`src/sv/clmd_pkg.sv`:
```
// ----------------------------------------------------------------------------
// clmd_pkg: shared types and constants of the Content-Length deframer
// Field-parser states, length status codes, result status codes, the
// result bundle passed from the parser to the output register, and
// the lower-case header prefix.
// ----------------------------------------------------------------------------
package clmd_pkg;

   // Header line field parser
   typedef enum logic [2:0] {
      FS_MATCH,
      FS_SKIP,
      FS_SIGN,
      FS_DIGITS,
      FS_IGNORE,
      FS_DONE
   } field_state_type;

   // State of the most recent Content-Length value
   typedef enum logic [1:0] {
      HL_NONE,
      HL_VALID,
      HL_NEGATIVE,
      HL_OVERSIZE
   } length_status_type;

   // Result status codes
   typedef enum logic [2:0] {
      ST_BODY      = 3'd0,
      ST_EMPTY     = 3'd1,
      ST_NO_LENGTH = 3'd2,
      ST_CUT_SHORT = 3'd3,
      ST_TOO_LARGE = 3'd4
   } status_type;

   // One result item plus its valid flag
   typedef struct packed {
      logic       valid;
      logic [7:0] body_byte;
      logic       last_of_message;
      status_type status;
   } result_type;

   localparam int PREFIX_LEN = 15;

   // Character codes
   localparam logic [7:0] CHAR_TAB   = 8'h09;
   localparam logic [7:0] CHAR_LF    = 8'h0A;
   localparam logic [7:0] CHAR_VT    = 8'h0B;
   localparam logic [7:0] CHAR_FF    = 8'h0C;
   localparam logic [7:0] CHAR_CR    = 8'h0D;
   localparam logic [7:0] CHAR_SPACE = 8'h20;
   localparam logic [7:0] CHAR_PLUS  = 8'h2B;
   localparam logic [7:0] CHAR_MINUS = 8'h2D;
   localparam logic [7:0] CHAR_ZERO  = 8'h30;
   localparam logic [7:0] CHAR_NINE  = 8'h39;
   localparam logic [7:0] CHAR_UP_A  = 8'h41;
   localparam logic [7:0] CHAR_UP_Z  = 8'h5A;
   localparam logic [7:0] CASE_DELTA = 8'h20;

   // Lower-case "content-length:" by position
   function automatic logic [7:0] prefix_char(input logic [3:0] idx);
      logic [7:0] ch;
      case (idx)
         4'd0:    ch = "c";
         4'd1:    ch = "o";
         4'd2:    ch = "n";
         4'd3:    ch = "t";
         4'd4:    ch = "e";
         4'd5:    ch = "n";
         4'd6:    ch = "t";
         4'd7:    ch = "-";
         4'd8:    ch = "l";
         4'd9:    ch = "e";
         4'd10:   ch = "n";
         4'd11:   ch = "g";
         4'd12:   ch = "t";
         4'd13:   ch = "h";
         4'd14:   ch = ":";
         default: ch = 8'h00;
      endcase
      return ch;
   endfunction

endpackage

```
`src/sv/clmd_req_if.sv`:
```
// ----------------------------------------------------------------------------
// clmd_req_if: input byte channel
// Valid/ready channel carrying one stream byte or an end-of-input marker.
// ----------------------------------------------------------------------------
interface clmd_req_if;
   logic       valid;
   logic       ready;
   logic [7:0] byte_value;
   logic       end_of_input;

   modport source (output valid, output byte_value, output end_of_input, input ready);
   modport sink   (input valid, input byte_value, input end_of_input, output ready);
endinterface

```
`src/sv/clmd_rsp_if.sv`:
```
// ----------------------------------------------------------------------------
// clmd_rsp_if: result channel
// Valid/ready channel carrying a body byte or a message status.
// ----------------------------------------------------------------------------
interface clmd_rsp_if;
   logic       valid;
   logic       ready;
   logic [7:0] body_byte;
   logic       last_of_message;
   logic [2:0] status;

   modport source (output valid, output body_byte, output last_of_message,
                   output status, input ready);
   modport sink   (input valid, input body_byte, input last_of_message,
                   input status, output ready);
endinterface

```
`src/sv/clmd_parser.sv`:
```
// ----------------------------------------------------------------------------
// clmd_parser: header/body parser state and next-state logic
// Holds all message parsing state. On step, consumes one item and
// produces at most one result (combinational, registered by the caller).
// ----------------------------------------------------------------------------
module clmd_parser
   import clmd_pkg::*;
#(
   parameter int LINE_CAP    = 1024,
   parameter int LENGTH_BITS = 32
) (
   input  logic       clock,
   input  logic       reset,
   input  logic       step,
   input  logic [7:0] byte_value,
   input  logic       end_of_input,
   output result_type result
);

   localparam int LCW = $clog2(LINE_CAP);
   localparam int AW  = LENGTH_BITS + 1;
   localparam int PW  = LENGTH_BITS + 5;
   localparam logic [LCW-1:0] LINE_LAST = LCW'(LINE_CAP - 1);
   localparam logic [AW-1:0]  LIM       = AW'(1) << LENGTH_BITS;

   // state registers
   logic                   in_body_ff, in_body_in;
   logic                   crs_ff, crs_in;
   logic [LCW-1:0]         lcc_ff, lcc_in;
   field_state_type        fs_ff, fs_in;
   logic [3:0]             pidx_ff, pidx_in;
   logic [AW-1:0]          acc_ff, acc_in;
   logic                   neg_ff, neg_in;
   logic [LENGTH_BITS-1:0] hlen_ff, hlen_in;
   length_status_type      hst_ff, hst_in;
   logic [LENGTH_BITS-1:0] left_ff, left_in;

   // state after any line end, before the byte itself is handled
   logic                   mid_in_body, mid_crs, mid_neg;
   logic [LCW-1:0]         mid_lcc;
   field_state_type        mid_fs;
   logic [3:0]             mid_pidx;
   logic [AW-1:0]          mid_acc;
   logic [LENGTH_BITS-1:0] mid_hlen, mid_left;
   length_status_type      mid_hst;
   result_type             mid_res;
   logic                   feed_en, body_en;

   // line commit
   logic                   commit_en;
   length_status_type      commit_st, line_hst;
   logic [LENGTH_BITS-1:0] commit_len, line_hlen;

   // character classes
   logic [7:0]             lc;
   logic                   is_digit, is_space;
   logic [3:0]             dval;
   logic [PW-1:0]          prod;

   // Value of the current line if it were committed now
   always_comb begin
      commit_en = (lcc_ff != '0) && (fs_ff != FS_MATCH) && (fs_ff != FS_IGNORE);
      if (neg_ff && (acc_ff != '0)) begin
         commit_st  = HL_NEGATIVE;
         commit_len = '0;
      end else if (acc_ff >= LIM) begin
         commit_st  = HL_OVERSIZE;
         commit_len = '0;
      end else begin
         commit_st  = HL_VALID;
         commit_len = acc_ff[LENGTH_BITS-1:0];
      end
      line_hst  = commit_en ? commit_st : hst_ff;
      line_hlen = commit_en ? commit_len : hlen_ff;
   end

   // Character classes
   always_comb begin
      lc       = (byte_value inside {[CHAR_UP_A:CHAR_UP_Z]}) ? byte_value + CASE_DELTA
                                                             : byte_value;
      is_digit = byte_value inside {[CHAR_ZERO:CHAR_NINE]};
      is_space = byte_value inside {CHAR_SPACE, CHAR_TAB, CHAR_VT, CHAR_FF};
      dval     = 4'(byte_value - CHAR_ZERO);
      prod     = (PW'(mid_acc) << 3) + (PW'(mid_acc) << 1) + PW'(dval);
   end

   // Line-end and end-of-input handling
   always_comb begin
      mid_in_body = in_body_ff;
      mid_crs     = crs_ff;
      mid_lcc     = lcc_ff;
      mid_fs      = fs_ff;
      mid_pidx    = pidx_ff;
      mid_acc     = acc_ff;
      mid_neg     = neg_ff;
      mid_hlen    = hlen_ff;
      mid_hst     = hst_ff;
      mid_left    = left_ff;
      mid_res     = '{valid: 1'b0, body_byte: 8'h00, last_of_message: 1'b0,
                      status: ST_BODY};
      feed_en     = 1'b0;
      body_en     = 1'b0;

      if (step) begin
         if (end_of_input) begin
            // stream ended: report and return to reset state
            mid_in_body = 1'b0;
            mid_crs     = 1'b0;
            mid_lcc     = '0;
            mid_fs      = FS_MATCH;
            mid_pidx    = '0;
            mid_acc     = '0;
            mid_neg     = 1'b0;
            mid_hlen    = '0;
            mid_hst     = HL_NONE;
            mid_left    = '0;
            mid_res.valid = 1'b1;
            if (in_body_ff) begin
               mid_res.status = ST_CUT_SHORT;
            end else begin
               case (line_hst)
                  HL_VALID: begin
                     if (line_hlen == '0) begin
                        mid_res.status          = ST_EMPTY;
                        mid_res.last_of_message = 1'b1;
                     end else begin
                        mid_res.status = ST_CUT_SHORT;
                     end
                  end
                  HL_OVERSIZE: mid_res.status = ST_TOO_LARGE;
                  default:     mid_res.status = ST_NO_LENGTH;
               endcase
            end
         end else if (in_body_ff) begin
            body_en = 1'b1;
         end else if (byte_value == CHAR_CR) begin
            mid_crs = 1'b1;
         end else if ((byte_value == CHAR_LF) || crs_ff) begin
            // line ends here (LF, or byte after a lone CR)
            mid_crs = 1'b0;
            if (lcc_ff == '0) begin
               // blank line: headers done
               mid_fs   = FS_MATCH;
               mid_pidx = '0;
               mid_acc  = '0;
               mid_neg  = 1'b0;
               if ((hst_ff == HL_VALID) && (hlen_ff != '0)) begin
                  mid_in_body = 1'b1;
                  mid_left    = hlen_ff;
               end else begin
                  mid_hlen      = '0;
                  mid_hst       = HL_NONE;
                  mid_left      = '0;
                  mid_res.valid = 1'b1;
                  case (hst_ff)
                     HL_VALID: begin
                        mid_res.status          = ST_EMPTY;
                        mid_res.last_of_message = 1'b1;
                     end
                     HL_OVERSIZE: mid_res.status = ST_TOO_LARGE;
                     default:     mid_res.status = ST_NO_LENGTH;
                  endcase
               end
            end else begin
               mid_hst  = line_hst;
               mid_hlen = line_hlen;
               mid_lcc  = '0;
               mid_fs   = FS_MATCH;
               mid_pidx = '0;
               mid_acc  = '0;
               mid_neg  = 1'b0;
            end
            // after a lone CR the byte itself still has to be handled
            if (byte_value != CHAR_LF) begin
               body_en = mid_in_body;
               feed_en = !mid_in_body;
            end
         end else begin
            feed_en = 1'b1;
         end
      end
   end

   // Header character feed and body byte pass-through
   always_comb begin
      in_body_in = mid_in_body;
      crs_in     = mid_crs;
      lcc_in     = mid_lcc;
      fs_in      = mid_fs;
      pidx_in    = mid_pidx;
      acc_in     = mid_acc;
      neg_in     = mid_neg;
      hlen_in    = mid_hlen;
      hst_in     = mid_hst;
      left_in    = mid_left;
      result     = mid_res;

      if (feed_en && (mid_lcc != LINE_LAST)) begin
         lcc_in = mid_lcc + LCW'(1);
         case (mid_fs)
            FS_MATCH: begin
               if ((mid_pidx < 4'(PREFIX_LEN)) && (lc == prefix_char(mid_pidx))) begin
                  pidx_in = mid_pidx + 4'd1;
                  if (mid_pidx == 4'(PREFIX_LEN - 1)) begin
                     fs_in = FS_SKIP;
                  end
               end else begin
                  fs_in = FS_IGNORE;
               end
            end
            FS_SKIP: begin
               if (is_space) begin
                  fs_in = FS_SKIP;
               end else if (byte_value == CHAR_PLUS) begin
                  fs_in = FS_SIGN;
               end else if (byte_value == CHAR_MINUS) begin
                  neg_in = 1'b1;
                  fs_in  = FS_SIGN;
               end else if (is_digit) begin
                  acc_in = AW'(dval);
                  fs_in  = FS_DIGITS;
               end else begin
                  fs_in = FS_DONE;
               end
            end
            FS_SIGN, FS_DIGITS: begin
               if (is_digit) begin
                  // saturate at 2^LENGTH_BITS
                  acc_in = (prod > PW'(LIM)) ? LIM : prod[AW-1:0];
                  fs_in  = FS_DIGITS;
               end else begin
                  fs_in = FS_DONE;
               end
            end
            default: fs_in = mid_fs;
         endcase
      end

      if (body_en) begin
         result.valid           = 1'b1;
         result.body_byte       = byte_value;
         result.status          = ST_BODY;
         result.last_of_message = (mid_left <= LENGTH_BITS'(1));
         left_in = (mid_left == '0) ? '0 : mid_left - LENGTH_BITS'(1);
         if (mid_left <= LENGTH_BITS'(1)) begin
            // final body byte: back to the header phase
            in_body_in = 1'b0;
            crs_in     = 1'b0;
            lcc_in     = '0;
            fs_in      = FS_MATCH;
            pidx_in    = '0;
            acc_in     = '0;
            neg_in     = 1'b0;
            hlen_in    = '0;
            hst_in     = HL_NONE;
            left_in    = '0;
         end
      end
   end

   // State registers
   always_ff @(posedge clock) begin
      if (reset) begin
         in_body_ff <= 1'b0;
         crs_ff     <= 1'b0;
         lcc_ff     <= '0;
         fs_ff      <= FS_MATCH;
         pidx_ff    <= '0;
         acc_ff     <= '0;
         neg_ff     <= 1'b0;
         hlen_ff    <= '0;
         hst_ff     <= HL_NONE;
         left_ff    <= '0;
      end else begin
         in_body_ff <= in_body_in;
         crs_ff     <= crs_in;
         lcc_ff     <= lcc_in;
         fs_ff      <= fs_in;
         pidx_ff    <= pidx_in;
         acc_ff     <= acc_in;
         neg_ff     <= neg_in;
         hlen_ff    <= hlen_in;
         hst_ff     <= hst_in;
         left_ff    <= left_in;
      end
   end

   // Body phase always has bytes to go
   assert property (@(posedge clock) disable iff (reset)
      in_body_ff |-> (left_ff != '0))
      else $error("body phase with no bytes left");

   // Line state is clean during the body
   assert property (@(posedge clock) disable iff (reset)
      in_body_ff |-> ((lcc_ff == '0) && (fs_ff == FS_MATCH) && (pidx_ff == '0)))
      else $error("line state not cleared in body phase");

   // Prefix index stays inside the prefix while matching
   assert property (@(posedge clock) disable iff (reset)
      (fs_ff == FS_MATCH) |-> (pidx_ff < 4'(PREFIX_LEN)))
      else $error("prefix index overrun");

   // Accumulator never exceeds its saturation value
   assert property (@(posedge clock) disable iff (reset)
      acc_ff <= LIM)
      else $error("length accumulator above limit");

   // A message end leaves the parser in the header phase with no length
   assert property (@(posedge clock) disable iff (reset)
      (step && result.valid && result.last_of_message)
         |=> (!in_body_ff && (hst_ff == HL_NONE)))
      else $error("state not cleared after message end");

endmodule

```
`src/sv/content_length_message_deframer.sv`:
```
// ----------------------------------------------------------------------------
// content_length_message_deframer: Content-Length framed message splitter
// An accepted item passes the input register; its result is then registered in the output register.
// Throughput: 1 item per cycle while the output slot is free or being read.
// An item with no result still passes through the input register.
// Reset (synchronous): parser returns to the header phase, no length held,
// both the input and output registers empty.
// Parses header lines, picks up the Content-Length value and passes the
// body bytes on, flagging the last one or reporting framing errors.
// ----------------------------------------------------------------------------
module content_length_message_deframer
   import clmd_pkg::*;
#(
   parameter int LINE_CAP    = 1024,
   parameter int LENGTH_BITS = 32
) (
   input  logic        clock,
   input  logic        reset,
   clmd_req_if.sink    req_if,
   clmd_rsp_if.source  rsp_if
);

   // input register
   logic       s1_valid_ff, s1_valid_in;
   logic [7:0] s1_byte_ff, s1_byte_in;
   logic       s1_eoi_ff, s1_eoi_in;

   // output register
   logic       out_valid_ff, out_valid_in;
   result_type out_ff, out_in;

   logic       advance;
   logic       req_take;
   result_type step_res;

   // Item moves from input register into the parser when the output slot frees
   assign advance  = s1_valid_ff && (!out_valid_ff || rsp_if.ready);
   assign req_take = req_if.valid && req_if.ready;
   assign req_if.ready = !s1_valid_ff || advance;

   clmd_parser #(
      .LINE_CAP    (LINE_CAP),
      .LENGTH_BITS (LENGTH_BITS)
   ) u_parser (
      .clock        (clock),
      .reset        (reset),
      .step         (advance),
      .byte_value   (s1_byte_ff),
      .end_of_input (s1_eoi_ff),
      .result       (step_res)
   );

   // Input register next state
   always_comb begin
      s1_valid_in = s1_valid_ff;
      s1_byte_in  = s1_byte_ff;
      s1_eoi_in   = s1_eoi_ff;
      if (req_take) begin
         s1_valid_in = 1'b1;
         s1_byte_in  = req_if.byte_value;
         s1_eoi_in   = req_if.end_of_input;
      end else if (advance) begin
         s1_valid_in = 1'b0;
      end
   end

   // Output register next state
   always_comb begin
      out_valid_in = out_valid_ff && !rsp_if.ready;
      out_in       = out_ff;
      if (advance && step_res.valid) begin
         out_valid_in = 1'b1;
         out_in       = step_res;
      end
   end

   always_ff @(posedge clock) begin
      if (reset) begin
         s1_valid_ff  <= 1'b0;
         out_valid_ff <= 1'b0;
      end else begin
         s1_valid_ff  <= s1_valid_in;
         out_valid_ff <= out_valid_in;
      end
   end

   // payload registers
   always_ff @(posedge clock) begin
      s1_byte_ff <= s1_byte_in;
      s1_eoi_ff  <= s1_eoi_in;
      out_ff     <= out_in;
   end

   assign rsp_if.valid           = out_valid_ff;
   assign rsp_if.body_byte       = out_ff.body_byte;
   assign rsp_if.last_of_message = out_ff.last_of_message;
   assign rsp_if.status          = out_ff.status;

endmodule

```
`src/flat_wrapper.sv`:
```
// flat-port wrapper written by rule: the top's interface ports become plain ports
module content_length_message_deframer_flat import clmd_pkg::*;
#(
   parameter int LINE_CAP    = 1024,
   parameter int LENGTH_BITS = 32
)
  (clock, reset, req_if_valid, req_if_byte_value, req_if_end_of_input, req_if_ready, rsp_if_valid, rsp_if_body_byte, rsp_if_last_of_message, rsp_if_status, rsp_if_ready);
  clmd_req_if req_if_i ();
  clmd_rsp_if rsp_if_i ();
  input  logic clock;
  input  logic reset;
  input wire logic [$bits(req_if_i.valid)-1:0] req_if_valid;
  input wire logic [$bits(req_if_i.byte_value)-1:0] req_if_byte_value;
  input wire logic [$bits(req_if_i.end_of_input)-1:0] req_if_end_of_input;
  output wire logic [$bits(req_if_i.ready)-1:0] req_if_ready;
  output wire logic [$bits(rsp_if_i.valid)-1:0] rsp_if_valid;
  output wire logic [$bits(rsp_if_i.body_byte)-1:0] rsp_if_body_byte;
  output wire logic [$bits(rsp_if_i.last_of_message)-1:0] rsp_if_last_of_message;
  output wire logic [$bits(rsp_if_i.status)-1:0] rsp_if_status;
  input wire logic [$bits(rsp_if_i.ready)-1:0] rsp_if_ready;
  assign req_if_i.valid = req_if_valid;
  assign req_if_i.byte_value = req_if_byte_value;
  assign req_if_i.end_of_input = req_if_end_of_input;
  assign req_if_ready = req_if_i.ready;
  assign rsp_if_valid = rsp_if_i.valid;
  assign rsp_if_body_byte = rsp_if_i.body_byte;
  assign rsp_if_last_of_message = rsp_if_i.last_of_message;
  assign rsp_if_status = rsp_if_i.status;
  assign rsp_if_i.ready = rsp_if_ready;
  content_length_message_deframer #(.LINE_CAP(LINE_CAP), .LENGTH_BITS(LENGTH_BITS)) u_core (.clock(clock), .reset(reset), .req_if(req_if_i), .rsp_if(rsp_if_i));
endmodule
```
`config.mk`:
```
export PLATFORM = sky130hd
export DESIGN_NAME = content_length_message_deframer_flat
export DESIGN_NICKNAME = d
export VERILOG_FILES = /design/src/sv/clmd_pkg.sv /design/src/sv/clmd_req_if.sv /design/src/sv/clmd_rsp_if.sv /design/src/sv/clmd_parser.sv /design/src/sv/content_length_message_deframer.sv /design/src/flat_wrapper.sv
export SDC_FILE = /design/constraint.sdc
export NUM_CORES = 1
export LEC_CHECK = 0
export BUFFER_PORTS_ARGS = -buffer_cell sky130_fd_sc_hd__buf_4
export CAP_MARGIN = 0
export CORE_ASPECT_RATIO = 1.25
export CORE_MARGIN = 10
export CORE_UTILIZATION = 64
export DETAILED_ROUTE_END_ITERATION = 10
export HOLD_SLACK_MARGIN = 0.08
export PLACE_DENSITY = 0.81
export REMOVE_ABC_BUFFERS = 1
export SLEW_MARGIN = 30
export SYNTH_ARGS = -nofsm -noshare
export SYNTH_HDL_FRONTEND = slang
export SYNTH_SLANG_ARGS = --single-unit
```
`constraint.sdc`:
```
create_clock -name clock -period 9.7 [get_ports clock]
set_input_delay 1.94 -clock clock [delete_from_list [all_inputs] [get_ports clock]]
set_output_delay 1.94 -clock clock [all_outputs]
set_load 0.01 [all_outputs]
```
==> run_results.csv <==
group,metric,value,unit
status,outcome,"finished clean",
floorplanning,die_width,135,um
critical_path,required,10070,ps
timing,worst_slack,1340,ps
global_routing,gr-total-overflow,0,
yosys,yosys-top-cells-area,"sky130_fd_sc_hd__dfxtp_1 (23%), sky130_fd_sc_hd__ha_1 (8.8%), sky130_fd_sc_hd__edfxtp_1 (5.9%)",
final_layout,share_of_cells_above_drive_strength_1,7.49,%
clock_tree,cts_setup_buffers,0,
route,drcViolationCount,0,
timing,worst_clock_skew,10.8,ps
critical_path,critical_path_data_arrival_time,8730,ps
timing,finalHoldViolations,0,
yosys,ys_seq_elements,142,
global_routing,grt_pass1_vias,10374,
final_layout,syn_to_final_growth,9.44,%
placed_design,finalWeightedCongestion,1.07,
yosys,yosysWarnings,0,
yosys,synth_edf_count,21,
min_path,type_of_the_most_critical_hold_path,"reg2reg",
yosys,synthFlopType,"sky130_fd_sc_hd__dfxtp_1",
final_layout,layout.nets,1438,
critical_path,timing.critical_path.to_type,"flop",
floorplanning,initial_utilization,65.4,%
clock_tree,cts_root_buf,"sky130_fd_sc_hd__clkbuf_16",
final_layout,design_area,0.0116,mm2
route,total_vias_in_the_final_route,10921,
yosys,synth_common_cells,"sky130_fd_sc_hd__nor2_1 (162), sky130_fd_sc_hd__dfxtp_1 (121), sky130_fd_sc_hd__nand2_1 (120), sky130_fd_sc_hd__a21oi_1 (97), sky130_fd_sc_hd__ha_1 (75)",
clock_tree,cts-htree-levels,4,
yosys,synthesis.area,0.0106,mm2
route,wirelength,32.8,mm
timing,clock.fmax,0.120,GHz
yosys,avgSynthCellArea,7.86,um2
clock_tree,cts_tree,"yes",
clock_tree,numCtsBuffers,17,
clock_tree,clock_sinks,142,
timing,worstMarginPinSlew,975,ps
floorplanning,placement_rows,52,
floorplanning,floorplan.die_area,0.0222,mm2
global_routing,groute.usage.overall,29.1,%
timing,slew_headroom,34.8,%
yosys,proportion_of_register_bits_with_asynchronous_set_or_reset_after_synthesis,0,%
pwr,leakage,4.77,nW
final_layout,fill_cells,1313,
yosys,synth_top_cell_by_area,"sky130_fd_sc_hd__dfxtp_1",
route,route.antenna.remaining_nets,0,
critical_path,worst_setup_path_type,"in2reg",
clock_tree,cts_hold_buffers,0,
yosys,synth_sequential_area_ratio,28.7,%
yosys,yosysMostFrequentCell,"sky130_fd_sc_hd__nor2_1",
route,first_iter_violations,1324,
placed_design,buffer_ports.inserted,26,
route,wl_per_cell,20.8,um
clock_tree,cts.repair.resized,0,
global_routing,grt_start_max_net_pins,67,
placed_design,dp_hpwl,24.0,mm
pwr,powerDensity,117,mW/mm2
timing,rsz_0062_raised_after_global_routing,"false",
timing,final-setup-viol-count,0,
critical_path,critical_path.startpoint_type,"input pin",
global_routing,grt_pass1_wl,52.7,mm
clock_tree,cts.path.max_buffers,2,
final_layout,ff_latch_area,0.00305,mm2
final_layout,multiInputGateArea,0.00724,mm2
clock_tree,worst_setup_hold_path_clk_slew,60,ps
yosys,post_synth_inst_count,1354,
route,vias_per_cell,6.92,
timing,timing_max_transition_violations_final,0,
global_routing,antenna_found_initial,1,
timing,final_critical_delay_including_setup_and_external_delays,8360,ps
yosys,post-synth-top-area-fraction,22.8,%
clock_tree,clock_latency,430,ps
floorplanning,design.portCount,27,
placed_design,dpl-instance-area,0.0110,mm2
placed_design,dp_worst_setup_slack,830,ps
route,drt_pre_antenna_iters,7,
timing,timing.final.crit_share,86.2,%
critical_path,timing.critical_path.fanout_max,16,
yosys,synth_cell_type_count,72,
timing,fin_setup_tns,0,ps
job,max_cap_viol_count,0,
floorplanning,placeableCoreArea,0.0163,mm2
floorplanning,chip_height,164,um
pwr,ir_drop,0.000114,V
==> power by group <==
part / internal (mW) / switching, mW / total, mW
combinational: 0.0183 / 0.0440 / 0.0622
sequential: 0.601 / 0.00807 / 0.609
clock: 0.422 / 0.265 / 0.686
==> metal layers <==
metal / wire length (um) / share of wire [%] / track usage [%]
met1: 12500 / 38 / 32.8
met5: 0 / 0 / 0
met4: 1900 / 5.8 / 16.0
met2: 15700 / 48 / 50.6
met3: 2690 / 8.2 / 5.56
==> registers in the layout, summed over array words and instances (netlist names) <==
register / flops
u_core.u_parser.lcc_ff: 10
u_core.u_parser.fs_ff: 3
u_core.u_parser.pidx_ff: 4
u_core.rsp_if.valid: 1
u_core.rsp_if.status: 3
u_core.u_parser.acc_ff: 33
u_core.rsp_if.body_byte: 8
u_core.u_parser.hst_ff: 2
u_core.s1_eoi_ff: 1
u_core.u_parser.neg_ff: 1
u_core.rsp_if.last_of_message: 1
u_core.u_parser.crs_ff: 1
u_core.u_parser.left_ff: 32
u_core.u_parser.hlen_ff: 32
u_core.s1_valid_ff: 1
u_core.s1_byte_ff: 8
u_core.u_parser.in_body_ff: 1
==> cell usage in the layout (no fill, tap or decap), types with 18 or more instances in the layout <==
cell / netlist / routed
sky130_fd_sc_hd__nand2_1: 120 / 120
sky130_fd_sc_hd__nor3_1: 42 / 41
sky130_fd_sc_hd__nand4_1: 32 / 32
sky130_fd_sc_hd__a21oi_1: 97 / 97
sky130_fd_sc_hd__nor4_1: 27 / 26
sky130_fd_sc_hd__ha_1: 75 / 75
sky130_fd_sc_hd__a221oi_1: 21 / 21
sky130_fd_sc_hd__and2_1: 59 / 59
sky130_fd_sc_hd__nor2_1: 162 / 162
sky130_fd_sc_hd__xnor2_1: 41 / 41
sky130_fd_sc_hd__a22oi_1: 28 / 28
sky130_fd_sc_hd__dfxtp_1: 121 / 121
sky130_fd_sc_hd__edfxtp_1: 21 / 21
sky130_fd_sc_hd__o21ai_0: 66 / 66
sky130_fd_sc_hd__a22o_1: 29 / 29
sky130_fd_sc_hd__buf_4: 0 / 46
sky130_fd_sc_hd__xor2_1: 18 / 18
sky130_fd_sc_hd__inv_1: 31 / 31
sky130_fd_sc_hd__nand3_1: 27 / 27
==> layout make-up <==
cell class / count / area share (%)
tap: 216 / 2.32
timing repair buffer: 46 / 2.97
sequential: 142 / 26.2
clock buffer: 21 / 3.95
inverter: 31 / 0.999
antenna: 1 / 0.0215
multi-input combinational: 1110 / 62.2
clock inverter: 11 / 1.34
==> stage by stage <==
step	power (mW)	hold slack, ps	utilization, %	std cells
after global routing	1.39	547	71.6	1577
after floorplan	0.654	445	-	1283
after detailed placement	0.681	493	67.7	1544
final	1.36	525	71.6	1578
after CTS	1.35	519	71.5	1576
after global placement	0.680	490	67.6	1544
==> critical path, cell delays in order <==
cell and delay, ps:
sky130_fd_sc_hd__buf_4 110, sky130_fd_sc_hd__nor2b_1 430, sky130_fd_sc_hd__nor3_1 110, sky130_fd_sc_hd__buf_4 200, sky130_fd_sc_hd__a31oi_2 730, sky130_fd_sc_hd__buf_4 310
sky130_fd_sc_hd__and2_1 190, sky130_fd_sc_hd__ha_1 240, sky130_fd_sc_hd__ha_1 420, sky130_fd_sc_hd__nand4_1 140, sky130_fd_sc_hd__a2111oi_0 780, sky130_fd_sc_hd__o21ai_0 220
sky130_fd_sc_hd__a31oi_1 320, sky130_fd_sc_hd__xnor2_1 210, sky130_fd_sc_hd__nand4_1 150, sky130_fd_sc_hd__or4_1 520, sky130_fd_sc_hd__o31ai_1 720, sky130_fd_sc_hd__nor4bb_4 510
sky130_fd_sc_hd__buf_4 300, sky130_fd_sc_hd__a22o_1 160
==> path summary, 6_finish.rpt <==
| path | slack [ps] | depth (start not counted) | from | endpoint |
|---|---|---|---|---|
| min reg2reg | 520 | 2 | u_core.u_parser.lcc_ff[7] | u_core.u_parser.lcc_ff[7] |
| max | 1340 | 20 | rsp_if_ready | u_core.u_parser.acc_ff[18] |
| max reg2reg | 2280 | 19 | u_core.s1_eoi_ff | u_core.u_parser.acc_ff[18] |
| min | 520 | 2 | u_core.u_parser.lcc_ff[7] | u_core.u_parser.lcc_ff[7] |
==> cells by family (layout without fill, tap and decap cells) <==
logic type | count (synthesis) | count (layout) | share of synthesized area, %
XOR/XNOR | 59 | 59 | 4.86
AND/OR/NAND/NOR | 565 | 565 | 26.8
AO/OA/AOI/OAI | 397 | 397 | 25.6
buffers and inverters | 102 | 109 | 3.72
multiplexers | 12 | 12 | 1.19
other | 0 | 1 | 0
flip-flops | 142 | 142 | 28.7
adder cells (fa/ha/maj) | 77 | 77 | 9.19
Power figures use the tool's default switching activity.
